[config.mk]
export PLATFORM = sky130hd
export DESIGN_NAME = spq_mem
export DESIGN_NICKNAME = d
export VERILOG_FILES = /design/src/rtl/stable_priority_queue_assert.svh /design/src/rtl/spq_pkg.sv /design/src/rtl/spq_mem.sv
export SDC_FILE = /design/constraint.sdc
export NUM_CORES = 1
export LEC_CHECK = 0
export BUFFER_PORTS_ARGS = -buffer_cell sky130_fd_sc_hd__buf_2
export CORE_MARGIN = 2
export CORE_UTILIZATION = 40
export DETAILED_ROUTE_END_ITERATION = 8
export PLACE_DENSITY = 0.67
export SLEW_MARGIN = 20
export SYNTH_ARGS = -nofsm -noshare
export SYNTH_HDL_FRONTEND = slang
export SYNTH_SLANG_ARGS = --single-unit
export TNS_END_PERCENT = 10
[constraint.sdc]
create_clock -name clk_i -period 5 [get_ports clk_i]
set_input_delay 0.5 -clock clk_i [delete_from_list [all_inputs] [get_ports clk_i]]
set_output_delay 0.5 -clock clk_i [all_outputs]
set_load 0.03 [all_outputs]
[src/rtl/stable_priority_queue_assert.svh]
// assertion macros used by the priority queue sequencer
`ifndef STABLE_PRIORITY_QUEUE_ASSERT_SVH
`define STABLE_PRIORITY_QUEUE_ASSERT_SVH

// same-cycle implication, checked out of reset
`define SPQ_ASSERT_IMPL(lbl, clk, rst_n, ante, cons, msg) \
  lbl: assert property (@(posedge clk) disable iff (!rst_n) (ante) |-> (cons)) \
    else $error(msg);

// next-cycle implication, checked out of reset
`define SPQ_ASSERT_NEXT(lbl, clk, rst_n, ante, cons, msg) \
  lbl: assert property (@(posedge clk) disable iff (!rst_n) (ante) |=> (cons)) \
    else $error(msg);

`endif

[src/rtl/spq_pkg.sv]
// types and constants of the stable priority queue
package spq_pkg;

  localparam int unsigned PRI_W  = 4;
  localparam int unsigned ID_W   = 16;
  localparam int unsigned STAT_W = 2;

  // command codes
  localparam logic CMD_INSERT = 1'b0;
  localparam logic CMD_REMOVE = 1'b1;

  typedef enum logic [STAT_W-1:0] {
    STAT_INSERTED = 2'd0,
    STAT_REMOVED  = 2'd1,
    STAT_FULL     = 2'd2,
    STAT_EMPTY    = 2'd3
  } status_e;

  typedef struct packed {
    logic [PRI_W-1:0] pri;
    logic [ID_W-1:0]  id;
  } entry_t;

  typedef struct packed {
    logic             command;
    logic [PRI_W-1:0] pri;
    logic [ID_W-1:0]  id;
  } cmd_t;

  typedef struct packed {
    status_e          status;
    logic [ID_W-1:0]  id;
    logic [PRI_W-1:0] pri;
  } result_t;

endpackage

[src/rtl/spq_mem.sv]
// entry storage: one write port, one registered read port
module spq_mem
  import spq_pkg::*;
#(
  parameter int unsigned DEPTH = 16,
  localparam int unsigned AW   = $clog2(DEPTH)
) (
  input  logic          clk_i,
  input  logic          we_i,
  input  logic [AW-1:0] waddr_i,
  input  entry_t        wdata_i,
  input  logic [AW-1:0] raddr_i,
  output entry_t        rdata_o
);

  entry_t mem_q [DEPTH];
  entry_t rdata_q;

  // write port
  always_ff @(posedge clk_i) begin
    if (we_i) begin
      mem_q[waddr_i] <= wdata_i;
    end
  end

  // registered read port
  always_ff @(posedge clk_i) begin
    rdata_q <= mem_q[raddr_i];
  end

  assign rdata_o = rdata_q;

endmodule

# After elaboration in Yosys (flattened, before gate mapping)

Memories as Yosys holds them, arrays and structs flattened. A register that Yosys moved wholly into a read port is not among the register bits.
Cells that the tools add are included.

Bits in registers: 0
Bits in writable memories: 320
Input port bits: 30
Output and inout port bits: 20
Logic and storage cells: 3
Memories kept: 1

Memories:

| memory | depth | bits a word | read ports | clocked after memory_dff | wr ports | RTL line      | text |
|---|---|---|---|---|---|---|---|
| mem_q  | 16    | 20          | 1          | 1                        | 1        | spq_mem.sv:16 | `entry_t mem_q [DEPTH];` |

Muxes and demuxes: 2

Operators by type and width:

| kind             | number |
|---|---|
| 1-bit 2-to-1 mux | 2 |

# Logic depth before layout (Yosys ltp)

Gate-level depths: netlist of run 1.

Depth after elaboration: 2
Mapped depth: 5
Depth with buffers taken out: 3

# Worst setup path before layout of run 1

No wires, ideal clock.

Path kind: input -> register
Start: input waddr_i[2]
End: memory mem_q[0][0] (netlist bit) (enable)
Setup time: 0.422 ns
Arrival: 2.414 ns
Required time: 4.578 ns
Path slack: 2.164 ns
Stages on the path: 2
Path buffers: 0
Path through: or3b_2 -> nor3_1

RTL lines:

| what               | RTL line      | text |
|---|---|---|
| start: declaration | spq_mem.sv:10 | `input logic [AW-1:0] waddr_i,` |
| end: declaration   | spq_mem.sv:16 |  |

No word-level cell before the write port.

==> metrics.csv, run 1 <==
stage;metric;value;unit
status;status;finished clean;
route;via_per_inst;5.419;
worst_setup_path;critical_path_class;in -> reg;
global_routing;grt_max_degree;81;
power;seq_power_share;52.9;%
layout;stdcell_count;1028;
layout;nNetsFinal;634;
synthesis;synth_top_area_share;76.68;%
layout;layout_common_cells;320 x edfxtp_1, 64 x mux4_2, 47 x buf_2;
synthesis;synth_area_leader_cell;edfxtp_1;
synthesis;netlist_area;12530;sq um
power;p_leak;4.677;nW
die;core_area;30750;sq um
worst_setup_path;reg2reg_from;mem_q[9][11];
global_routing;grt_pass1_wl;38140;microns
timing;period_share;44.25;%
power;switchingPower;0.001209;W
clock_network;htreeDepth;2;
clock_network;clk_path_buf_depth;3;
timing;clock.fmax;0.4520;GHz
min_path;hp-class;in -> reg;
synthesis;synth_cells;533;
worst_setup_path;endpoint;rdata_o[5];
worst_setup_path;cp.required;5390;ps
die;io_pins;50;
route;drt_iter0_drc;700;
timing;setup_viol;0;
power;p_int;0.004852;W
layout;final_common_cell;edfxtp_1;
timing;rsz0062_at_grt;false;
clock_network;clk_pin_slew;60;ps
timing;finalClockSkew;13.32;ps
clock_network;numCtsBuffers;34;
global_routing;grt_pass1_vias;5863;
global_routing;grt-ovfl-total;0;
place;gp_congestion;0.7043;
layout;area_delta_synth_final;15.55;%
synthesis;avgSynthCellArea;23.51;sq um
global_routing;grt_usage;16.08;%
die;dieWidth;181.0;microns
synthesis;synth-seq-cells;340;
route;drcViolationCount;0;
worst_setup_path;startpoint;raddr_i[0];
die;rows;64;
power;vdd_drop_max;218.4;uV
worst_setup_path;reg2reg_depth;3;
route;wl_per_cell;25.37;microns
layout;drive_gt1_share;30.95;%
synthesis;syn_nets;563;
clock_network;clk_latency;510;ps
clock_network;cts_tree;built;
timing;setup_tns;0;ps
place;dp.cells;964;
die;start_util;40.75;%
layout;nFillCells;2497;
route;drt_pass1_iterations;4;
synthesis;synth_cell_types;18;
worst_setup_path;cp-end-kind;register;
power;power_frac_comb;5.0;%
synthesis;ys_seq_area_share;79.88;%
die;die_area;32760;sq um
power;clock_power_share;42.1;%
route;ant_nets;0;
power;p_per_area;418.6;nW/um^2
power;finalPower;0.006061;W
layout;post-route-util;47.09;%
timing;maxSlewHeadroom;32.82;%
power;p_sw_share;19.94;%
timing;worst_slew_pin_slew;1005;ps
clock_network;cts_sinks;340;
timing;finalHoldViolCount;0;
place;io_buffers;49;
worst_setup_path;worstSetupStartpointType;primary input;
worst_setup_path;crit_arrival;2600;ps
clock_network;cts_resized;0;
die;die_y;181.0;microns
clock_network;clockRootBuffer;clkbuf_16;
worst_setup_path;r2r-end;rdata_o[11];
timing;period_minus_slack;2212;ps
clock_network;cts_hold_buf;0;
synthesis;yosys-top-cells-area;edfxtp_1 77%, mux4_2 12%, mux4_1 3.4%, dfxtp_1 3.2%, a22oi_1 2.4%;
synthesis;ys_warn_count;0;
timing;drv_slew;0;
layout;postLayoutCellArea;14480;sq um
flow_run;max-cap-violations;0;
worst_setup_path;critPathMaxFanout;51;
place;dpl_cell_area;13320;sq um
route;drt-total-wl;26080;microns
worst_setup_path;reg2reg_slack;3650;ps
place;hpwl;13190;microns
route;via_count;5571;
global_routing;antenna_found_initial;2;
clock_network;cts_setup_buffers;0;
==> critical path, stage by stage <==
cell and delay (ps):
buf_4 740, buf_4 460, mux4_2 550, a22oi_1 240, nand2_1 80
==> flip-flops by register name, indices dropped and copies added (netlist names) <==
register,cells
mem_q,320
rdata_o,20
==> area by class of cell <==
class	count	area, sq um	share of cell area, %
flip-flops and latches	340	10010	69.13
multi-input cells	167	2477	17.11
clock buffers	52	1052	7.268
well taps	396	495.5	3.422
repair buffers	61	344.1	2.376
clock inverters	10	95.09	0.6568
diodes	2	5.005	0.03457
==> routing by layer <==
layer  part of all wire (%)  wire, microns  track usage [%]
met1                     39          10210            20.34
met4                    1.9            486            4.423
met5                  0.050             13                0
met2                     53          13710            28.60
met3                    6.4           1666            2.923
==> through the flow <==
step           hold WS (ps)  setup WS, ps
2_1_floorplan         598.9          2164
3_3_place_gp          649.1          2263
3_5_place_dp          658.9          2217
4_1_cts               344.1          2727
5_1_grt               359.2          2573
6_report              359.6          2788
==> cell families (layout without fill, tap and decap cells) <==
| kind of cell | Yosys count | after routing | synth area share [%] |
|---|---|---|---|
| compound gates | 40 | 40 | 2.396 |
| other cells | 0 | 2 | 0 |
| simple gates | 47 | 47 | 1.658 |
| flops | 340 | 340 | 79.88 |
| mux | 80 | 80 | 14.86 |
| buf+inv | 26 | 123 | 1.208 |
==> power by group through the flow <==
stage / Combinational (W) / Sequential (W) / Clock [W]
after global routing: 0.000330 / 0.00321 / 0.00271
after detailed placement: 0.000311 / 0.00327 / 0
after floorplan: 0.000154 / 0.00330 / 0
after CTS: 0.000312 / 0.00321 / 0.00260
after global placement: 0.000300 / 0.00326 / 0
final: 0.000305 / 0.00320 / 0.00255
==> cell usage after synthesis <==
master    instances
edfxtp_1        320
mux4_2           64
a22oi_1          40
nand2_1          21
dfxtp_1          20
clkbuf_1         16
mux4_1           16
nor2_1           13
buf_6             5
buf_4             4
nor3_1            4
nand2b_1          2
nand3b_1          2
nor2b_1           2
and2_1            1
buf_2             1
nand3_1           1
or3b_2            1
==> how the worst min path moves through the flow <==
stage                  from           end  slack [ps]  depth (start not counted)
4_1_cts          wdata_i[6]   mem_q[0][6]         340                          1
6_report         wdata_i[9]  mem_q[14][9]         360                          1
3_5_place_dp   mem_q[15][6]    rdata_o[6]         660                          3
5_1_grt          wdata_i[9]  mem_q[14][9]         360                          1
2_1_floorplan    wdata_i[0]   mem_q[0][0]         600                          0
3_3_place_gp   mem_q[14][8]    rdata_o[8]         650                          3
Power figures use the tool's default switching activity.
==> run 2: changes to the inputs <==
clock period = 2.1 ns   (was 5 ns; I/O delays follow)
==> metrics.csv, run 2 (same netlist as run 1, synthesis figures left out) <==
stage;metric;value;unit
worst_setup_path;cp-end-kind;register;
timing;setup_viol;0;
route;ant_nets;0;
route;drt_pass1_iterations;5;
worst_setup_path;critical_path_class;reg -> reg;
timing;period_share;65.52;%
global_routing;grt_usage;16.13;%
layout;layout_common_cells;320 x edfxtp_1, 64 x mux4_2, 48 x buf_2;
timing;maxSlewHeadroom;45.13;%
layout;final_common_cell;edfxtp_1;
route;drcViolationCount;0;
timing;rsz0062_at_grt;false;
clock_network;cts_sinks;340;
min_path;hold_end;mem_q[1][18];
route;wl_per_cell;24.87;microns
die;start_util;40.75;%
global_routing;grt_pass1_vias;6110;
place;hpwl;14790;microns
worst_setup_path;crit_arrival;1730;ps
timing;clock.fmax;0.7268;GHz
place;gp_congestion;0.7296;
clock_network;clockRootBuffer;clkbuf_16;
die;core_area;30750;sq um
timing;setup_tns;0;ps
die;die_area;32760;sq um
worst_setup_path;r2r-end;rdata_o[9];
power;finalPower;0.01445;W
worst_setup_path;cp.required;2450;ps
layout;area_delta_synth_final;16.91;%
die;rows;64;
power;p_per_area;986.1;nW/um^2
global_routing;grt_max_degree;53;
worst_setup_path;cpLargestDelayFamily;multiplexers;
worst_setup_path;worst_path_largest_cell_delay;500;ps
clock_network;clk_latency;510;ps
min_path;min-delay-start;wdata_i[18];
clock_network;htreeDepth;2;
timing;whs;74.93;ps
worst_setup_path;critPathSlowestCell;mux4_1;
timing;finalClockSkew;20.92;ps
worst_setup_path;critPathMaxFanout;1;
flow_run;max-cap-violations;0;
global_routing;antenna_found_initial;3;
clock_network;cts_setup_buffers;0;
route;via_per_inst;5.510;
power;p_leak;4.778;nW
clock_network;cts_tree;built;
power;vdd_drop_max;488.5;uV
worst_setup_path;crit_chain;mux4_1, a22oi_1, nand2_1;
die;dieWidth;181.0;microns
worst_setup_path;startpoint;mem_q[9][9];
timing;drv_slew;0;
min_path;hold-path-cell-count;1;
clock_network;numCtsBuffers;34;
route;drt_iter0_drc;579;
worst_setup_path;worstSetupStartpointType;register;
clock_network;cts_resized;0;
die;die_y;181.0;microns
clock_network;clk_pin_slew;60;ps
die;io_pins;50;
layout;top_register;mem_q;
min_path;hp-class;in -> reg;
layout;drive_gt1_share;32.56;%
worst_setup_path;reg2reg_slack;720;ps
layout;post-route-util;47.64;%
clock_network;cts_hold_buf;0;
global_routing;grt_pass1_wl;38720;microns
worst_setup_path;reg2reg_depth;3;
route;via_count;5758;
status;status;finished clean;
timing;period_minus_slack;1376;ps
route;drt-total-wl;25990;microns
place;io_buffers;49;
layout;largest_reg_flops;320;
timing;worst_slew_pin_slew;823.1;ps
worst_setup_path;reg2reg_from;mem_q[9][9];
timing;finalHoldViolCount;0;
clock_network;clk_path_buf_depth;3;
global_routing;grt-ovfl-total;0;
layout;nNetsFinal;654;
worst_setup_path;path_buf_inv;0;
run 2: cell types whose count changed in the layout (fill, tap and decap cells not counted), moves of 2 or more:
| cell | delta |
|---|---|
| nor2_4 | -9 |
| bufinv_16 | +3 |
| clkbuf_8 | -7 |
| buf_4 | +12 |
| clkbuf_16 | -2 |
| clkinv_2 | -2 |
| nor2_2 | +9 |
| buf_12 | +8 |
| clkinvlp_4 | +2 |
run 2: layer usage:
layer	share of wire [%]	GRT usage, %
met1	42	21.18
met2	51	27.62
met3	5.2	2.701
met4	1.9	5.236
met5	0.062	0
run 2: area by class of cell:
type / instances / area (sq um)
fillers: 2516 / 16100
flip-flops and latches: 340 / 10010
multi-input cells: 167 / 2434
clock buffers: 44 / 909.6
repair buffers: 81 / 588.1
well taps: 396 / 495.5
clock inverters: 16 / 211.5
diodes: 1 / 2.502
run 2: how the worst max path moves through the flow:
stage	endpoint	slack, ps	cells past startpoint
4_1_cts	rdata_o[9]	730	3
3_3_place_gp	rdata_o[9]	380	5
3_5_place_dp	rdata_o[9]	360	5
2_1_floorplan	mem_q[8][0]	-150	2
6_report	rdata_o[9]	720	3
5_1_grt	rdata_o[9]	650	3
run 2: through the flow:
step,setup WS (ps),instance area (sq um),instances
floorplan,-145.8,12540,533
global route,646.1,14650,1044
finish,724.0,14650,1045
CTS,728.7,14650,1044
detailed placement,361.1,13530,984
global placement,376.7,13530,984
run 2: worst reg2reg max path, delay by kind of cell, from the launching register on:
kind / cells / cell delay (ps)
and+or+nand+nor: 1 / 160
AOI/OAI and AO/OA: 1 / 220
muxes: 1 / 500
DFF: 1 / 350
run 2: power by group:
part / switching [W] / internal (W)
logic: 0.000464 / 0.000289
registers: 0.0000449 / 0.00758
clock network: 0.00238 / 0.00368
total: 0.00289 / 0.0116
==> run 3: changes to the inputs <==
ABC_AREA = 1   (was not set)
PLACE_DENSITY = 0.69   (was 0.67)
clock period = 1.2 ns   (was 2.1 ns; I/O delays follow)
==> metrics.csv, run 3 <==
stage;metric;value;unit
timing;rsz0062_at_grt;false;
timing;setup_tns;0;ps
min_path;hp-class;in -> reg;
clock_network;clk_pin_slew;60;ps
worst_setup_path;worst_path_largest_cell_delay;360;ps
synthesis;ys_warn_count;0;
die;dieWidth;192.4;microns
clock_network;htreeDepth;2;
route;via_count;9408;
timing;period_share;98.41;%
layout;largest_reg_flops;320;
clock_network;clk_path_buf_depth;3;
die;start_util;40.88;%
synthesis;synth_area_leader_cell;edfxtp_1;
global_routing;grt_max_degree;44;
timing;maxSlewHeadroom;75.15;%
worst_setup_path;cpLargestDelayFamily;flip-flops;
worst_setup_path;critPathSlowestCell;dfxtp_1;
flow_run;max-cap-violations;0;
synthesis;avgSynthCellArea;10.62;sq um
die;die_area;37000;sq um
synthesis;synth_top_area_share;67.71;%
global_routing;grt-ovfl-total;0;
layout;layout_common_cells;425 x nand2_1, 320 x edfxtp_1, 244 x inv_1;
power;p_leak;7.076;nW
synthesis;netlist_area;14190;sq um
global_routing;antenna_found_initial;0;
route;ant_nets;0;
synthesis;yosys-top-cells-area;edfxtp_1 68%, nand2_1 11%, nand3_1 8.5%, inv_1 6.5%, dfxtp_1 2.8%;
place;hpwl;19380;microns
worst_setup_path;path_buf_inv;1;
layout;nNetsFinal;1445;
place;gp_congestion;0.8017;
layout;final_common_cell;nand2_1;
route;wl_per_cell;17.55;microns
die;die_y;192.4;microns
worst_setup_path;crit_arrival;1060;ps
place;io_buffers;49;
synthesis;yosys-top-cells-count;425 x nand2_1, 320 x edfxtp_1, 244 x inv_1, 241 x nand3_1, 31 x buf_2;
clock_network;cts_sinks;340;
worst_setup_path;crit_chain;clkbuf_4;
synthesis;syn_nets;1366;
clock_network;cts_tree;built;
layout;drive_gt1_share;11.61;%
layout;seq_area;10010;sq um
synthesis;ys_seq_area_share;70.53;%
synthesis;synth-edff-count;320;
synthesis;synth_cells;1336;
timing;clock.fmax;0.8468;GHz
worst_setup_path;critical_path_class;reg -> out;
status;status;finished clean;
worst_setup_path;worstSetupStartpointType;register;
global_routing;grt_pass1_vias;9262;
die;rows;68;
layout;nFillCells;3099;
route;via_per_inst;4.967;
clock_network;clockRootBuffer;clkbuf_16;
synthesis;post-synth-top-count-cell;nand2_1;
route;drt_pass1_iterations;5;
power;vdd_drop_max;1166;uV
layout;area_delta_synth_final;17.22;%
power;p_per_area;1541;nW/um^2
synthesis;ys.flop_type;edfxtp_1;
route;drt_iter0_drc;883;
timing;layout_setup_ws;19.07;ps
die;io_pins;50;
timing;worst_slew_pin_slew;372.7;ps
worst_setup_path;startpoint;rdata_o[2];
timing;finalClockSkew;8.104;ps
layout;top_register;mem_q;
synthesis;synth-async-reset-ratio;0;%
global_routing;grt_usage;18.51;%
place;place_ws;-93.03;ps
timing;drv_slew;0;
worst_setup_path;critPathMaxFanout;1;
power;finalPower;0.02564;W
clock_network;numCtsBuffers;35;
synthesis;synth-seq-cells;340;
timing;finalHoldViolCount;0;
layout;multi_input_area;2920;sq um
global_routing;grt_pass1_wl;51770;microns
route;drcViolationCount;0;
die;core_area;34710;sq um
synthesis;synth_cell_types;14;
worst_setup_path;cp-end-kind;output pin;
route;drt-total-wl;33250;microns
min_path;min-delay-start;wdata_i[10];
layout;antenna_cells;0;
clock_network;clk_latency;500;ps
worst_setup_path;reg2reg_from;mem_q[9][9];
worst_setup_path;cp.required;1080;ps
clock_network;cts_setup_buffers;0;
timing;setup_viol;0;
timing;period_minus_slack;1181;ps
-- run 3: routing by layer --
metal	GRT usage [%]	vias up	wire, microns
li1	-	4471	-
met1	25.20	4528	14280
met2	30.98	354	15870
met3	2.364	55	2281
met4	5.725	0	815
met5	0	-	0
-- run 3: report_power, final --
group	total [W]	internal (W)	leakage [nW]	switching [W]
clock network	0.0104	0.00610	0.536	0.00432
registers	0.0134	0.0133	3.06	0.0000966
logic	0.00185	0.000593	3.48	0.00126
total	0.0256	0.0200	7.08	0.00567
-- run 3: worst reg2reg max path: stages, from the launching register on --
cell	delay, ps
edfxtp_1	370
inv_1	60
nand2_1	50
nand3_1	90
nand3_1	80
nand3_1	120
nand2_1	110
-- run 3: final cells by class --
cell class / count / share of cell area, %
Clock inverter: 16 / 0.7446
Multi-Input combinational cell: 685 / 17.55
Sequential cell: 340 / 60.18
Tap cell: 455 / 3.422
Inverter: 246 / 5.566
Timing Repair Buffer: 107 / 6.724
Clock buffer: 45 / 5.806
-- run 3: stage by stage --
step,hold slack [ps],std cells,util (%),instance area (sq um)
after floorplan,218.9,1336,-,14230
after global placement,496.4,1827,44.51,15450
after detailed placement,505.9,1827,44.51,15450
after CTS,2.764,1894,47.87,16620
after global routing,9.789,1894,47.92,16640
final,14.78,1894,47.92,16640
-- run 3: worst paths after layout --
check,cells past startpoint,to,slack [ps]
worst min register to register,6,rdata_o[8],670
worst max-delay path,1,rdata_o[2],20
worst max register to register,6,rdata_o[9],190
worst min-delay path,1,mem_q[14][10],10
-- run 3: logic make-up (layout without fill, tap and decap cells) --
group                  after synthesis  after routing  synth area share (%)
flip-flops                         340            340                 70.53
AND/OR/NAND/NOR                    685            685                 20.29
buffers and inverters              311            414                 9.177
-- run 3: what timing repair did --
item | CTS | global route
endpoints found under the setup margin | 6 | 6
endpoints found under the hold margin | 66 | 0
hold buffers | 6 | 0
resized for setup | 8 | 6
