==> config.mk <==
export PLATFORM = sky130hd
export DESIGN_NAME = spq_ctrl
export DESIGN_NICKNAME = d
export VERILOG_FILES = /design/src/rtl/spq_pkg.sv /design/src/rtl/spq_ctrl.sv
export VERILOG_INCLUDE_DIRS = /design/src /design/src/rtl
export SDC_FILE = /design/constraint.sdc
export NUM_CORES = 1
export LEC_CHECK = 0
export ABC_CLOCK_PERIOD_IN_PS = 4000
export BUFFER_PORTS_ARGS = -buffer_cell sky130_fd_sc_hd__buf_2
export CORE_AREA = 2 2 78 87
export DETAILED_ROUTE_END_ITERATION = 8
export DIE_AREA = 0 0 80 89
export HOLD_SLACK_MARGIN = 0.02
export PLACE_DENSITY = 0.81
export SYNTH_ARGS = -nofsm -noshare
export SYNTH_HDL_FRONTEND = slang
export SYNTH_SLANG_ARGS = --single-unit
==> constraint.sdc <==
create_clock -name clk_i -period 4 [get_ports clk_i]
set_clock_uncertainty 0.05 [all_clocks]
set_input_delay 0.2 -clock clk_i [delete_from_list [all_inputs] [get_ports clk_i]]
set_output_delay 0.2 -clock clk_i [all_outputs]
set_load 0.02 [all_outputs]
==> src/rtl/stable_priority_queue_assert.svh <==
// assertion macros used by the priority queue sequencer
`ifndef STABLE_PRIORITY_QUEUE_ASSERT_SVH
`define STABLE_PRIORITY_QUEUE_ASSERT_SVH

// same-cycle implication, checked out of reset
`define SPQ_ASSERT_IMPL(lbl, clk, rst_n, ante, cons, msg) \
  lbl: assert property (@(posedge clk) disable iff (!rst_n) (ante) |-> (cons)) \
    else $error(msg);

// next-cycle implication, checked out of reset
`define SPQ_ASSERT_NEXT(lbl, clk, rst_n, ante, cons, msg) \
  lbl: assert property (@(posedge clk) disable iff (!rst_n) (ante) |=> (cons)) \
    else $error(msg);

`endif

==> src/rtl/spq_pkg.sv <==
// types and constants of the stable priority queue
package spq_pkg;

  localparam int unsigned PRI_W  = 4;
  localparam int unsigned ID_W   = 16;
  localparam int unsigned STAT_W = 2;

  // command codes
  localparam logic CMD_INSERT = 1'b0;
  localparam logic CMD_REMOVE = 1'b1;

  typedef enum logic [STAT_W-1:0] {
    STAT_INSERTED = 2'd0,
    STAT_REMOVED  = 2'd1,
    STAT_FULL     = 2'd2,
    STAT_EMPTY    = 2'd3
  } status_e;

  typedef struct packed {
    logic [PRI_W-1:0] pri;
    logic [ID_W-1:0]  id;
  } entry_t;

  typedef struct packed {
    logic             command;
    logic [PRI_W-1:0] pri;
    logic [ID_W-1:0]  id;
  } cmd_t;

  typedef struct packed {
    status_e          status;
    logic [ID_W-1:0]  id;
    logic [PRI_W-1:0] pri;
  } result_t;

endpackage

==> src/rtl/spq_ctrl.sv <==
// sequencer that moves entries through the storage one step at a time
module spq_ctrl
  import spq_pkg::*;
#(
  parameter int unsigned DEPTH = 16,
  localparam int unsigned AW   = $clog2(DEPTH),
  localparam int unsigned CW   = $clog2(DEPTH + 1)
) (
  input  logic          clk_i,
  input  logic          rst_ni,
  input  logic          cmd_valid_i,
  output logic          cmd_ready_o,
  input  cmd_t          cmd_i,
  input  logic          res_ready_i,
  output logic          res_valid_o,
  output result_t       res_o,
  output logic          mem_we_o,
  output logic [AW-1:0] mem_waddr_o,
  output entry_t        mem_wdata_o,
  output logic [AW-1:0] mem_raddr_o,
  input  entry_t        mem_rdata_i
);

`include "stable_priority_queue_assert.svh"

  localparam logic [2:0] S_IDLE     = 3'd0;
  localparam logic [2:0] S_INS_RD   = 3'd1;
  localparam logic [2:0] S_INS_CMP  = 3'd2;
  localparam logic [2:0] S_REM_HEAD = 3'd3;
  localparam logic [2:0] S_REM_CAP  = 3'd4;
  localparam logic [2:0] S_REM_RD   = 3'd5;
  localparam logic [2:0] S_REM_WR   = 3'd6;
  localparam logic [2:0] S_FINISH   = 3'd7;

  localparam logic [CW-1:0] FULL_CNT = CW'(DEPTH);

  logic [2:0]    state_q, state_d;
  logic [CW-1:0] pos_q, pos_d;
  logic [CW-1:0] fill_q, fill_d;
  entry_t        new_q, new_d;
  result_t       res_q, res_d;

  logic          accept;
  logic          step_down;
  logic [CW-1:0] pos_step;
  logic          held_greater;

  assign accept = cmd_valid_i && cmd_ready_o;

  // shared step unit: counts down in the insert states and in the remove write step, up in the other states
  assign step_down = (state_q == S_INS_RD) || (state_q == S_INS_CMP) ||
                     (state_q == S_REM_WR);
  assign pos_step  = step_down ? (pos_q - CW'(1)) : (pos_q + CW'(1));

  // compare: held entry must move behind the new one
  assign held_greater = mem_rdata_i.pri > new_q.pri;

  // sequencer
  always_comb begin
    state_d     = state_q;
    pos_d       = pos_q;
    fill_d      = fill_q;
    new_d       = new_q;
    res_d       = res_q;
    mem_we_o    = 1'b0;
    mem_waddr_o = pos_q[AW-1:0];
    mem_wdata_o = new_q;
    mem_raddr_o = pos_step[AW-1:0];
    case (state_q)
      S_IDLE: begin
        if (accept) begin
          new_d.pri = cmd_i.pri;
          new_d.id  = cmd_i.id;
          res_d.id  = '0;
          res_d.pri = '0;
          pos_d     = fill_q;
          if (cmd_i.command == CMD_INSERT) begin
            if (fill_q == FULL_CNT) begin
              res_d.status = STAT_FULL;
              state_d      = S_FINISH;
            end else begin
              res_d.status = STAT_INSERTED;
              state_d      = S_INS_RD;
            end
          end else begin
            if (fill_q == '0) begin
              res_d.status = STAT_EMPTY;
              state_d      = S_FINISH;
            end else begin
              state_d = S_REM_HEAD;
            end
          end
        end
      end
      S_INS_RD: begin
        // at the head: the new entry lands in slot zero
        if (pos_q == '0) begin
          mem_we_o = 1'b1;
          fill_d   = fill_q + CW'(1);
          state_d  = S_FINISH;
        end else begin
          state_d = S_INS_CMP;
        end
      end
      S_INS_CMP: begin
        mem_we_o = 1'b1;
        if (held_greater) begin
          mem_wdata_o = mem_rdata_i;
          pos_d       = pos_step;
          state_d     = S_INS_RD;
        end else begin
          fill_d  = fill_q + CW'(1);
          state_d = S_FINISH;
        end
      end
      S_REM_HEAD: begin
        mem_raddr_o = '0;
        state_d     = S_REM_CAP;
      end
      S_REM_CAP: begin
        res_d.status = STAT_REMOVED;
        res_d.id     = mem_rdata_i.id;
        res_d.pri    = mem_rdata_i.pri;
        pos_d        = CW'(1);
        state_d      = S_REM_RD;
      end
      S_REM_RD: begin
        mem_raddr_o = pos_q[AW-1:0];
        if (pos_q == fill_q) begin
          fill_d  = fill_q - CW'(1);
          state_d = S_FINISH;
        end else begin
          state_d = S_REM_WR;
        end
      end
      S_REM_WR: begin
        // pull the entry one slot toward the head
        mem_we_o    = 1'b1;
        mem_waddr_o = pos_step[AW-1:0];
        mem_wdata_o = mem_rdata_i;
        pos_d       = pos_q + CW'(1);
        state_d     = S_REM_RD;
      end
      S_FINISH: begin
        if (res_ready_i) begin
          state_d = S_IDLE;
        end
      end
      default: begin
        state_d = S_IDLE;
      end
    endcase
  end

  // control registers
  always_ff @(posedge clk_i or negedge rst_ni) begin
    if (!rst_ni) begin
      state_q <= S_IDLE;
      fill_q  <= '0;
    end else begin
      state_q <= state_d;
      fill_q  <= fill_d;
    end
  end

  // working registers
  always_ff @(posedge clk_i) begin
    pos_q <= pos_d;
    new_q <= new_d;
    res_q <= res_d;
  end

  assign cmd_ready_o = state_q == S_IDLE;
  assign res_valid_o = (state_q == S_FINISH) && res_ready_i;
  assign res_o       = res_q;

  `SPQ_ASSERT_IMPL(a_fill_bound, clk_i, rst_ni, 1'b1, fill_q <= FULL_CNT, "fill count beyond depth")
  `SPQ_ASSERT_IMPL(a_write_state, clk_i, rst_ni, mem_we_o, (state_q == S_INS_RD) || (state_q == S_INS_CMP) || (state_q == S_REM_WR), "storage written outside a move step")
  `SPQ_ASSERT_IMPL(a_full_reject, clk_i, rst_ni, (state_q == S_FINISH) && (res_q.status == STAT_FULL), fill_q == FULL_CNT, "insert rejected while not full")
  `SPQ_ASSERT_NEXT(a_accept_busy, clk_i, rst_ni, accept, state_q != S_IDLE, "transaction accepted without leaving idle")

endmodule

Word level (Yosys, flattened, before mapping)
Index checks and enable logic that the tools add are counted.
- bits in registers: 55
- output and inout port bits: 53
- word-level logic and storage cells: 75
- mux-type cells: 28
- reduce and logical (&&, ||, !) cells: 18
- magnitude comparators: 1
- $add $sub $neg: 4
- equal/unequal tests: 16
- operators by type and width (operator ; number):
    case mux 22 bit (2 select lines) ; 1
    case mux 20 bit (2 select lines) ; 1
    2-to-1 mux 5 bit ; 6
    2-to-1 mux 22 bit ; 1
    2-to-1 mux 3 bit ; 7
    case mux 3 bit (7 select lines) ; 1
    2-to-1 mux 20 bit ; 1
    case mux 5 bit (4 select lines) ; 1
    case mux 5 bit (3 select lines) ; 1
    == test 3 bit (second input constant) ; 4
    adder 5 x 1 -> 5 bit (second input constant) ; 2
    logical NOT 5 bit ; 2
    subtractor 5 x 1 -> 5 bit (second input constant) ; 2
    inequality test 2 bit (second input constant) ; 4
    case mux 4 bit (2 select lines) ; 1
    == test 3 x 2 -> 1 bit (second input constant) ; 2
    2-to-1 mux 2 bit ; 3
    AND reduction 2 bit ; 3
    AND reduction 3 bit ; 2
    == test 5 bit ; 1
    == test 5 bit (second input constant) ; 1
    > comparator 4 bit ; 1
    2-to-1 mux 4 bit ; 1
    inequality test 2 x 1 -> 1 bit (second input constant) ; 2
    other kinds (12) ; 16

Depth between registers and ports, before layout
Gate-level depths: netlist of run 1.
- depth in word-level cells: 6
- gate-level depth with buffers: 9
- gate-level depth less buffers: 8

Least setup slack after synthesis of run 1
OpenSTA, ideal clock, no wires.
- path type: reg-to-reg
- start: register state_q[1]
- end: register res_q (netlist bit res_o[20]) (enable)
- cell stages (with the launch flop): 5
- buffers on the path: 2
- setup time: 301 ps
- slack: 1019 ps
- period minus slack after synthesis: 2981 ps
- data arrival time: 2631 ps
- cells stage by stage: dfrtp_1 -> buf_2 -> buf_1 -> nor3_1 -> o31a_1
- longest elaborated chain between the ends: 4
- RTL lines (what ; line ; RTL):
    start: declaration ; spq_ctrl.sv:37 ; logic [2:0] state_q, state_d;
    start signal: assignment ; spq_ctrl.sv:161 ; state_q <= state_d;
    logical NOT 3 bit ; spq_ctrl.sv:69, spq_ctrl.sv:173 ;
    logical AND 1 bit ; spq_ctrl.sv:48 ; assign accept = cmd_valid_i && cmd_ready_o;
    inequality test 2 x 1 -> 1 bit (no line) ; - ;
    AND reduction 3 bit (no line) (*) ; - ;
    end signal: assignment ; spq_ctrl.sv:170 ; res_q <= res_d;
    end: declaration ; spq_ctrl.sv:41 ; result_t res_q, res_d;
Every way passes the cells marked *; elsewhere a longest branch is shown, timed or not.
A chain may end at the register's enable or synchronous reset.

==> qor.txt, run 1 <==
Per-cell routed wire length = 16.1 um
Antenna Nets Post-Route = 0
Initial antenna violation count = 0
HPWL after DPL = 5.33 mm
Switching pwr = 1.36 mW
Cell count after placement = 429
Root Buffer = clkbuf_8
Most common flop cell mapped by yosys = edfxtp_1
Nets@finish = 432
Worst vdd ir = 0.563 mV
WL final = 7.34 mm
Slew Limit Fails = 0
Post-CTS Setup Bufs = 0
Most frequent cell after synthesis = edfxtp_1
Worst-path maximum fanout = 20
Worst Hold Launch = cmd_i[19]
Largest net degree at the start of global routing = 27
Reg2reg start = state_q[2]
First-pass GRT wire length = 11.3 mm
Worst-path clk slew = 0.10 ns
Reg2reg setup slack = 1.18 ns
Clock Path Buffers = 2
Period minus WS final = 3.15 ns
Worst R2R Path Depth = 9
Std-Cell Rows = 30
Finish-stage setup viols = 0
CTS tree = yes
Share of post-route cells with drive strength above 1 = 0.318
Top Ports = 98
Comb power frac = 0.532
Synth area leaders = edfxtp_1, mux2_1, dfrtp_1
Grt ovf = 0
Sequential area share after synthesis = 0.517
Top cells by count, synth = edfxtp_1, mux2_1, and3_1
Req. time, crit path = 3.75 ns
CTS H-Tree Depth = 2
Hold slack = 0.0353 ns
Final Hold Violating Endpoints = 0
Ys Warns = 0
Post-synth top area share = 0.453
Unrepaired setup endpoints after global routing = no
Worst setup SP type = register
Starting Density = 0.506
Vias in the first global route = 2363
Die area = 0.00712 mm2
Crit end category = output port
Net Count, Synth = 325
Clk Latency, worst-skew pair = 0.31 ns
Via/cell ratio = 5.35
Fill cell instance count of the final layout = 472
Clock power frac = 0.106
Num CTS Buffers = 5
Clock Sink Count = 55
Core Area = 0.00616 mm2
Mapped cell area = 0.00312 mm2
Actual transition at the worst max-transition pin = 1.08 ns
Fin Setup TNS = 0 ns
# diodes = 0
Synthesized instance count = 269
Pwr Density = 761 mW/mm2
Sequential fraction of design power = 0.362
Cell taking the most area after synthesis = edfxtp_1
Die Ht = 89 um
Post-synth EDFFs = 47
Syn avg cell area = 11.6 um2
Max-cap violations = 0
Residual DRC = 0
Maximum clock rate = 317 MHz
Final GP Congestion = 0.901
Asr flop ratio synth = 0.145
Final cell count without fillers = 457
Distinct cells, synth = 48
Hold crit path type = in2reg
Critical path class = reg2out
DRT Pass-1 Iters = 4
Cells resized by post-CTS repair = 0
Via count = 2445
Critical R2R Capture = fill_q[4]
I/O Buffers = 97
Initial DRC Count = 167
Pint = 1.62 mW
Die Wd = 80 um
Fin crit share = 0.788
Worst hold path depth = 1
CP arrival = 2.90 ns
Run status = complete, no violations
Area grow syn2layout = 25.9%
Net Sw Frac = 0.455
Yosys reg bits = 55
Hold EP = new_q[19]
GRT Util Overall = 0.206
Leak = 1.72 nW
Slew margin rel. = 0.280
-- layout make-up --
cell class,instances,area [um2],share of cell area
tap,80,100,0.0255
timing repair buffer,119,701,0.179
clock inverter,3,23.8,0.00606
sequential,55,1610,0.411
inverter,15,56.3,0.0144
clock buffer,5,68.8,0.0175
multi-input combinational,180,1360,0.347
-- per-stage QoR --
stage	utilization	power, mW	cell area (um2)	setup WS (ns)
finish	0.637	2.98	3920	0.849
global route	0.637	3.19	3920	0.599
CTS	0.637	2.99	3920	0.843
detailed placement	0.590	2.66	3630	1.20
global placement	0.590	2.61	3630	1.29
floorplan	-	2.25	3120	1.02
-- critical path, stage by stage, from the launching register on --
cell and delay [ns]:
edfxtp_1 0.41, inv_1 0.07, ha_1 0.23, nor2b_1 0.13, o211ai_1 0.20, a21boi_1 0.13, o21ai_2 0.84, mux2_1 0.40
buf_2 0.17
-- logic make-up after synthesis --
group / Yosys count / synth area share
compound gates: 44 / 0.0863
xor+xnor: 20 / 0.0562
fa+ha+maj: 11 / 0.0466
buf+inv: 34 / 0.0490
flops: 55 / 0.517
mux: 28 / 0.107
simple gates: 77 / 0.138
-- power groups by stage --
stage          combinational (mW)  sequential (mW)  clock [mW]
6_report                     1.59             1.08       0.316
3_3_place_gp                 1.53             1.08           0
2_1_floorplan                1.23             1.02           0
5_1_grt                      1.74             1.11       0.340
4_1_cts                      1.59             1.08       0.323
3_5_place_dp                 1.57             1.09           0
-- registers in the layout, summed over array words and instances (netlist names) --
signal / flops
fill_q: 5
res_o: 22
state_q: 3
pos_q: 5
new_q: 20
-- placed cells by master (no fill, tap or decap), types with 2 or more instances in the layout --
| cell | n |
|---|---|
| a21o_1 | 2 |
| a21oi_1 | 11 |
| a31oi_1 | 3 |
| and2_1 | 2 |
| and3_1 | 20 |
| buf_2 | 97 |
| buf_4 | 2 |
| clkbuf_8 | 5 |
| dfrtp_1 | 8 |
| dlygate4sd3_1 | 20 |
| edfxtp_1 | 47 |
| ha_1 | 10 |
| inv_1 | 13 |
| inv_2 | 2 |
| mux2_1 | 22 |
| mux2i_1 | 4 |
| mux4_2 | 2 |
| nand2_1 | 11 |
| nand2b_1 | 2 |
| nand3_1 | 5 |
| nand4_1 | 3 |
| nor2_1 | 14 |
| nor2b_1 | 5 |
| nor3_1 | 5 |
| nor4_1 | 2 |
| o211ai_1 | 2 |
| o21ai_0 | 7 |
| o21ai_1 | 6 |
| o21ai_2 | 2 |
| o22ai_1 | 3 |
| xnor2_1 | 17 |
| xor2_1 | 3 |
-- how the worst max path moves through the flow --
stage / start / endpoint / slack [ns] / cells after the start
after floorplan: state_q[1] / res_o[20] / 1.02 / 4
after global placement: new_q[17] / mem_wdata_o[12] / 1.29 / 8
after detailed placement: new_q[17] / mem_wdata_o[7] / 1.20 / 8
after CTS: new_q[17] / mem_wdata_o[7] / 0.84 / 8
after global routing: new_q[17] / mem_wdata_o[17] / 0.60 / 8
final: new_q[17] / mem_wdata_o[11] / 0.85 / 8
-- what timing repair did --
| action | CTS | global route |
|---|---|---|
| hold buffers | 20 | 0 |
| endpoints found under the hold margin | 27 | 0 |
| endpoints found under the setup margin | 0 | 0 |
-- metal layers --
layer	GRT usage	wire [um]	share of wire	vias up
met5	0	0	0	-
met4	0.0570	94	0.013	0
met3	0.0354	436	0.059	7
met2	0.355	3780	0.51	87
met1	0.271	3030	0.41	1161
li1	-	-	-	1190
(Power assumes the default switching activity.)
==> run 2: changes to the inputs <==
--- a/config.mk
+++ b/config.mk
@@ -6,13 +6,13 @@
 export SDC_FILE = /design/constraint.sdc
 export NUM_CORES = 1
 export LEC_CHECK = 0
-export ABC_CLOCK_PERIOD_IN_PS = 4000
+export ABC_CLOCK_PERIOD_IN_PS = 2600
 export BUFFER_PORTS_ARGS = -buffer_cell sky130_fd_sc_hd__buf_2
-export CORE_AREA = 2 2 78 87
+export CORE_AREA = 2 2 82 92
 export DETAILED_ROUTE_END_ITERATION = 8
-export DIE_AREA = 0 0 80 89
+export DIE_AREA = 0 0 84 94
 export HOLD_SLACK_MARGIN = 0.02
-export PLACE_DENSITY = 0.81
+export PLACE_DENSITY = 0.77
 export SYNTH_ARGS = -nofsm -noshare
 export SYNTH_HDL_FRONTEND = slang
 export SYNTH_SLANG_ARGS = --single-unit
==> constraint.sdc (replaced) <==
create_clock -name clk_i -period 2.6 [get_ports clk_i]
set_clock_uncertainty 0.05 [all_clocks]
set_input_delay 0.13 -clock clk_i [delete_from_list [all_inputs] [get_ports clk_i]]
set_output_delay 0.13 -clock clk_i [all_outputs]
set_load 0.02 [all_outputs]
==> qor.txt, run 2 (synthesized netlist as in run 1, its figures left out) <==
Maximum clock rate = 401 MHz
Worst R2R Path Depth = 7 (was 9)
CP arrival = 2.32 ns (was 2.90 ns)
Area grow syn2layout = 28.9% (was 25.9%)
Num CTS Buffers = 5 (unchanged)
Run status = complete, no violations (unchanged)
Max-cap violations = 0 (unchanged)
Starting Density = 0.450 (was 0.506)
Die Wd = 84 um (was 80 um)
Die area = 0.00790 mm2 (was 0.00712 mm2)
Finish-stage setup viols = 0 (unchanged)
Largest net degree at the start of global routing = 45 (was 27)
Initial DRC Count = 179 (was 167)
Fin Setup TNS = 0 ns (unchanged)
GRT Util Overall = 0.181 (was 0.206)
Most common cell after layout, fill and taps aside = buf_2 (unchanged)
Clock power frac = 0.102 (was 0.106)
Core Area = 0.00693 mm2 (was 0.00616 mm2)
Unrepaired setup endpoints after global routing = yes (was no)
Net Sw Frac = 0.448 (was 0.455)
Reg2reg start = pos_q[0] (was state_q[2])
Worst vdd ir = 0.887 mV (was 0.563 mV)
Slew margin rel. = 0.341 (was 0.280)
Period minus WS final = 2.50 ns
Critical R2R Capture = pos_q[4] (was fill_q[4])
Std-Cell Rows = 32 (was 30)
DRT Pass-1 Iters = 4 (unchanged)
Met3 usage = 0.0378 (was 0.0354)
Nets@finish = 439 (was 432)
Slew Limit Fails = 0 (unchanged)
Comb power frac = 0.577 (was 0.532)
Per-cell routed wire length = 15.1 um (was 16.1 um)
Worst-path maximum fanout = 20 (unchanged)
Via/cell ratio = 5.22 (was 5.35)
CP max stage delay = 0.39 ns (was 0.84 ns)
GRT met2 Usage = 0.307 (was 0.355)
CTS tree = yes (unchanged)
Hold crit path type = in2reg (unchanged)
Pwr Density = 1170 mW/mm2 (was 761 mW/mm2)
Largest register FFs = 22 (unchanged)
Req. time, crit path = 2.42 ns (was 3.75 ns)
M1 GR Usage = 0.227 (was 0.271)
Worst-path clk slew = 0.11 ns (was 0.10 ns)
Family with the most delay on the worst path = compound AO/OA/AOI/OAI gates (unchanged)
I/O Buffers = 97 (unchanged)
Critical path class = reg2out (unchanged)
Grt ovf = 0 (unchanged)
Vias in the first global route = 2369 (was 2363)
Fin util = 0.580 (was 0.637)
Pint = 2.59 mW (was 1.62 mW)
Clock Path Buffers = 2 (unchanged)
Sequential fraction of design power = 0.321 (was 0.362)
Crit path from = new_q[17] (unchanged)
Leak = 1.77 nW (was 1.72 nW)
Buffers & Inverters on Critical Path = 3 (was 2)
Top Ports = 98 (unchanged)
Initial antenna violation count = 0 (unchanged)
HPWL after DPL = 5.19 mm (was 5.33 mm)
Clock Sink Count = 55 (unchanged)
Final Hold Violating Endpoints = 0 (unchanged)
Share of post-route cells with drive strength above 1 = 0.333 (was 0.318)
Final cell count without fillers = 469 (was 457)
Switching pwr = 2.10 mW (was 1.36 mW)
Residual DRC = 0 (unchanged)
CTS H-Tree Depth = 2 (unchanged)
# diodes = 0 (unchanged)
Fin crit share = 0.960
Critical path depth = 9 (was 8)
Hold slack = 0.0833 ns (was 0.0353 ns)
First-pass GRT wire length = 11.2 mm (was 11.3 mm)
Antenna Nets Post-Route = 0 (unchanged)
Die Ht = 94 um (was 89 um)
Most frequent cells in the layout = buf_2, edfxtp_1, mux2_1, dlygate4sd3_1, and3_1 (was buf_2, edfxtp_1, mux2_1, and3_1, dlygate4sd3_1)
WL final = 7.06 mm (was 7.34 mm)
Clk Latency, worst-skew pair = 0.31 ns (about the same)
Worst setup SP type = register (unchanged)
Reg2reg setup slack = 0.45 ns (was 1.18 ns)
Root Buffer = clkbuf_8 (unchanged)
Slowest cell on crit path = edfxtp_1 (was o21ai_2)
Via count = 2446 (was 2445)
Worst hold path depth = 2 (was 1)
Cell count after placement = 440 (was 429)
Final GP Congestion = 0.877 (was 0.901)
Crit end category = output port (unchanged)
Critical Path End = mem_wdata_o[12] (was mem_wdata_o[11])
Actual transition at the worst max-transition pin = 0.985 ns (was 1.08 ns)
Critical path cell sequence = inv_1 > ha_1 > nor2b_1 > o211ai_1 > a21boi_2 > o21ai_2 > buf_12 > mux2_1 > buf_2 (was inv_1 > ha_1 > nor2b_1 > o211ai_1 > a21boi_1 > o21ai_2 > mux2_1 > buf_2)
Gr busiest metal = met2 (unchanged)
run 2: cell count changes in the layout (fill, tap and decap cells not counted), sizes merged:
cell / delta
inv: +1
dlygate4sd3: +1
buf: +6
clkinvlp: -1
run 2: power by group through the flow:
stage                     Sequential (mW)  Combinational [mW]  Clock [mW]
after floorplan                      1.57                1.90           0
after global placement               1.52                2.57           0
after detailed placement             1.52                2.63           0
after CTS                            1.50                2.66       0.494
after global routing                 1.54                2.95       0.533
final                                1.50                2.70       0.479
run 2: what timing repair did:
action,in CTS,in global routing
hold buffers,21,0
buffers inserted,0,0
gates resized for setup,0,8
setup endpoints to repair,0,20
hold endpoints to repair,28,0
run 2: per-layer routing:
metal	wire length [um]	part of all wire
met5	0	0
met4	127	0.018
met3	368	0.052
met2	3650	0.52
met1	2920	0.41
run 2: worst min-delay path by stage:
| stage | startpoint | endpoint | slack (ns) |
|---|---|---|---|
| 6_report | mem_rdata_i[12] | res_o[16] | 0.08 |
| 3_5_place_dp | rst_ni | fill_q[3] | -0.06 |
| 3_3_place_gp | rst_ni | fill_q[3] | -0.07 |
| 2_1_floorplan | rst_ni | fill_q[0] | -0.22 |
| 4_1_cts | mem_rdata_i[12] | res_o[16] | 0.08 |
| 5_1_grt | mem_rdata_i[4] | res_o[8] | 0.08 |
run 2: layout make-up:
| class | count | area, um2 |
|---|---|---|
| well taps | 85 | 106 |
| repair buffers | 126 | 777 |
| clock inverters | 3 | 22.5 |
| flip-flops and latches | 55 | 1610 |
| multi-input cells | 180 | 1380 |
| clock buffers | 5 | 68.8 |
| inverters | 15 | 56.3 |
| fillers | 580 | 2910 |
run 2: through the flow:
stage	power [mW]	setup slack, ns	instance area [um2]
final	4.68	0.105	4020
after global routing	5.02	-0.0693	4020
after CTS	4.66	0.0280	3990
after detailed placement	4.15	0.383	3690
after global placement	4.09	0.414	3690
after floorplan	3.47	0.255	3120
==> run 3: changes to the inputs <==
--- a/config.mk
+++ b/config.mk
@@ -6,13 +6,14 @@
 export SDC_FILE = /design/constraint.sdc
 export NUM_CORES = 1
 export LEC_CHECK = 0
+export ABC_AREA = 1
 export ABC_CLOCK_PERIOD_IN_PS = 2600
 export BUFFER_PORTS_ARGS = -buffer_cell sky130_fd_sc_hd__buf_2
 export CORE_AREA = 2 2 82 92
 export DETAILED_ROUTE_END_ITERATION = 8
 export DIE_AREA = 0 0 84 94
 export HOLD_SLACK_MARGIN = 0.02
-export PLACE_DENSITY = 0.77
+export PLACE_DENSITY = 0.78
 export SYNTH_ARGS = -nofsm -noshare
 export SYNTH_HDL_FRONTEND = slang
 export SYNTH_SLANG_ARGS = --single-unit
==> qor.txt, run 3 <==
Run status = complete, no violations (unchanged)
Final cell count without fillers = 567 (was 469)
Grt ovf = 0 (unchanged)
Worst setup SP type = register (unchanged)
CP arrival = 2.14 ns (was 2.32 ns)
Die Wd = 84 um (unchanged)
Per-cell routed wire length = 14.6 um (was 15.1 um)
Worst Hold Launch = mem_rdata_i[0] (was mem_rdata_i[12])
Buffers & Inverters on Critical Path = 2 (was 3)
DRT Pass-1 Iters = 6 (was 4)
M1 GR Usage = 0.272 (was 0.227)
CTS tree = yes (unchanged)
Largest register FFs = 22 (unchanged)
CTS H-Tree Depth = 2 (unchanged)
Fin util = 0.581 (was 0.580)
Largest net degree at the start of global routing = 25 (was 45)
Maximum clock rate = 431 MHz (was 401 MHz)
Initial DRC Count = 243 (was 179)
Synthesized instance count = 365 (was 269)
Root Buffer = clkbuf_8 (unchanged)
Family with the most delay on the worst path = simple AND/OR/NAND/NOR gates (was compound AO/OA/AOI/OAI gates)
Actual transition at the worst max-transition pin = 0.514 ns (was 0.985 ns)
Fin Setup TNS = 0 ns (unchanged)
Critical path cell sequence = inv_1 > ha_1 > nand2_1 > nand2_1 > nand2_1 > nand2_1 > nand2_1 > nand2_4 > nand2_4 > nand2_1 > nand2_1 > buf_2 (was inv_1 > ha_1 > nor2b_1 > o211ai_1 > a21boi_2 > o21ai_2 > buf_12 > mux2_1 > buf_2)
Reg2reg start = state_q[2] (was pos_q[0])
Critical R2R Capture = fill_q[3] (was pos_q[4])
Final GP Congestion = 0.947 (was 0.877)
Most frequent cell after synthesis = nand2_1 (was edfxtp_1)
Period minus WS final = 2.32 ns (was 2.50 ns)
Worst R2R Path Depth = 8 (was 7)
Antenna Nets Post-Route = 0 (unchanged)
Worst hold path depth = 3 (was 2)
Slowest cell on crit path = edfxtp_1 (unchanged)
# diodes = 0 (unchanged)
Ys Warns = 0 (unchanged)
Cell taking the most area after synthesis = edfxtp_1 (unchanged)
Top cells by count, synth = nand2_1, inv_1, edfxtp_1 (was edfxtp_1, mux2_1, and3_1)
Crit end category = output port (unchanged)
Mapped cell area = 0.00318 mm2 (was 0.00312 mm2)
Share of post-route cells with drive strength above 1 = 0.276 (was 0.333)
Syn avg cell area = 8.70 um2 (was 11.6 um2)
Leak = 1.97 nW (was 1.77 nW)
Residual DRC = 0 (unchanged)
I/O Buffers = 97 (unchanged)
Pwr Density = 391 mW/mm2 (was 1170 mW/mm2)
Met3 usage = 0.0334 (was 0.0378)
Slew margin rel. = 0.657 (was 0.341)
Critical path class = reg2out (unchanged)
Most frequent CP cell = nand2_1
First-pass GRT wire length = 13.2 mm (was 11.2 mm)
Post-synth top area share = 0.444 (was 0.453)
Worst vdd ir = 0.286 mV (was 0.887 mV)
Most common cell after layout, fill and taps aside = nand2_1 (was buf_2)
Most frequent cells in the layout = nand2_1, buf_2, inv_1, edfxtp_1, nand3_1 (was buf_2, edfxtp_1, mux2_1, dlygate4sd3_1, and3_1)
Final Hold Violating Endpoints = 0 (unchanged)
Slew Limit Fails = 0 (unchanged)
Critical path depth = 12 (was 9)
Worst-path maximum fanout = 24 (was 20)
Core Area = 0.00693 mm2 (unchanged)
Synth area leaders = edfxtp_1, nand2_1, dfrtp_1 (was edfxtp_1, mux2_1, dfrtp_1)
Clock Sink Count = 55 (unchanged)
Unrepaired setup endpoints after global routing = no (was yes)
Std-Cell Rows = 32 (unchanged)
Sequential area share after synthesis = 0.507 (was 0.517)
Die area = 0.00790 mm2 (unchanged)
Top Ports = 98 (unchanged)
WL final = 8.27 mm (was 7.06 mm)
Post-synth EDFFs = 47 (unchanged)
Distinct cells, synth = 33 (was 48)
GRT met2 Usage = 0.360 (was 0.307)
Initial antenna violation count = 0 (unchanged)
GRT Util Overall = 0.214 (was 0.181)
Fin crit share = 0.893 (was 0.960)
Hold crit path type = in2reg (unchanged)
Starting Density = 0.458 (was 0.450)
Max-cap violations = 0 (unchanged)
Area grow syn2layout = 26.7% (was 28.9%)
Nets@finish = 537 (was 439)
Worst-path clk slew = 0.10 ns (was 0.11 ns)
Reg2reg setup slack = 0.51 ns (was 0.45 ns)
Net Count, Synth = 421 (was 325)
Clk Latency, worst-skew pair = 0.31 ns (about the same)
Num CTS Buffers = 5 (unchanged)
Gr busiest metal = met2 (unchanged)
Asr flop ratio synth = 0.145 (unchanged)
Via/cell ratio = 5.08 (was 5.22)
HPWL after DPL = 6.21 mm (was 5.19 mm)
Req. time, crit path = 2.42 ns (about the same)
Yosys reg bits = 55 (unchanged)
Hold EP = res_o[4] (was res_o[16])
Clock Path Buffers = 2 (unchanged)
CP max stage delay = 0.40 ns (was 0.39 ns)
Finish-stage setup viols = 0 (unchanged)
Vias in the first global route = 2804 (was 2369)
Die Ht = 94 um (unchanged)
Via count = 2878 (was 2446)
Most common flop cell mapped by yosys = edfxtp_1 (unchanged)
Cell count after placement = 538 (was 440)
[run 3: through the flow]
| stage | instance area [um2] | worst slack, ns | hold slack (ns) | total power [mW] |
|---|---|---|---|---|
| after floorplan | 3180 | 0.0764 | -0.216 | 1.02 |
| after global placement | 3720 | 0.597 | -0.0684 | 1.09 |
| after detailed placement | 3720 | 0.522 | -0.0667 | 1.09 |
| after CTS | 4020 | 0.160 | 0.0777 | 1.58 |
| after global routing | 4020 | 0.0150 | 0.0815 | 1.63 |
| final | 4020 | 0.277 | 0.0882 | 1.57 |
[run 3: logic make-up (layout without fill, tap and decap cells)]
| kind of cell | Yosys count | count (layout) | share of synthesized area |
|---|---|---|---|
| buffers and inverters | 67 | 184 | 0.0910 |
| and+or+nand+nor | 195 | 195 | 0.279 |
| xor gates and xnor gates | 9 | 9 | 0.0248 |
| adders and majority gates | 11 | 11 | 0.0457 |
| DFF | 55 | 55 | 0.507 |
| AOI/OAI and AO/OA | 28 | 28 | 0.0516 |
[run 3: layout make-up]
cell class                      instances  area, um2
Clock buffer                            5       68.8
Clock inverter                          3       22.5
Fill cell                             639       2900
Inverter                               55        206
Multi-Input combinational cell        243       1290
Sequential cell                        55       1610
Tap cell                               85        106
Timing Repair Buffer                  121        718
[run 3: repair_timing]
item	4_1_cts	5_1_grt
endpoints found under the setup margin	0	20
resized for setup	0	1
endpoints found under the hold margin	28	0
buffers inserted	0	0
hold buffers	21	0
[run 3: worst max path at each step]
stage | slack, ns | from | end
floorplan | 0.08 | state_q[0] | new_q[0]
global placement | 0.60 | new_q[17] | mem_wdata_o[14]
detailed placement | 0.52 | new_q[19] | pos_q[2]
CTS | 0.16 | new_q[17] | mem_wdata_o[14]
global route | 0.01 | new_q[17] | mem_wdata_o[10]
finish | 0.28 | new_q[17] | mem_wdata_o[17]
[run 3: worst register-to-register path, cell delays in order, from the launching register on]
cell and delay, ns:
dfrtp_1 0.68, nand3_4 0.18, inv_1 0.20, ha_1 0.31, a21oi_1 0.19, nand2_1 0.08
xor2_1 0.15, nand3_1 0.10, nand2_1 0.06
[run 3: report_power, final]
group / switching [mW] / internal, mW
Clock: 0.283 / 0.193
Sequential: 0 / 0.949
Combinational: 0.0768 / 0.0693
[run 3: layer usage]
| layer | part of all wire | routed length (um) | vias to the layer above |
|---|---|---|---|
| met5 | 0 | 0 | - |
| met4 | 0.027 | 221 | 0 |
| met1 | 0.40 | 3350 | 1324 |
| met3 | 0.062 | 517 | 19 |
| li1 | - | - | 1408 |
| met2 | 0.51 | 4190 | 127 |
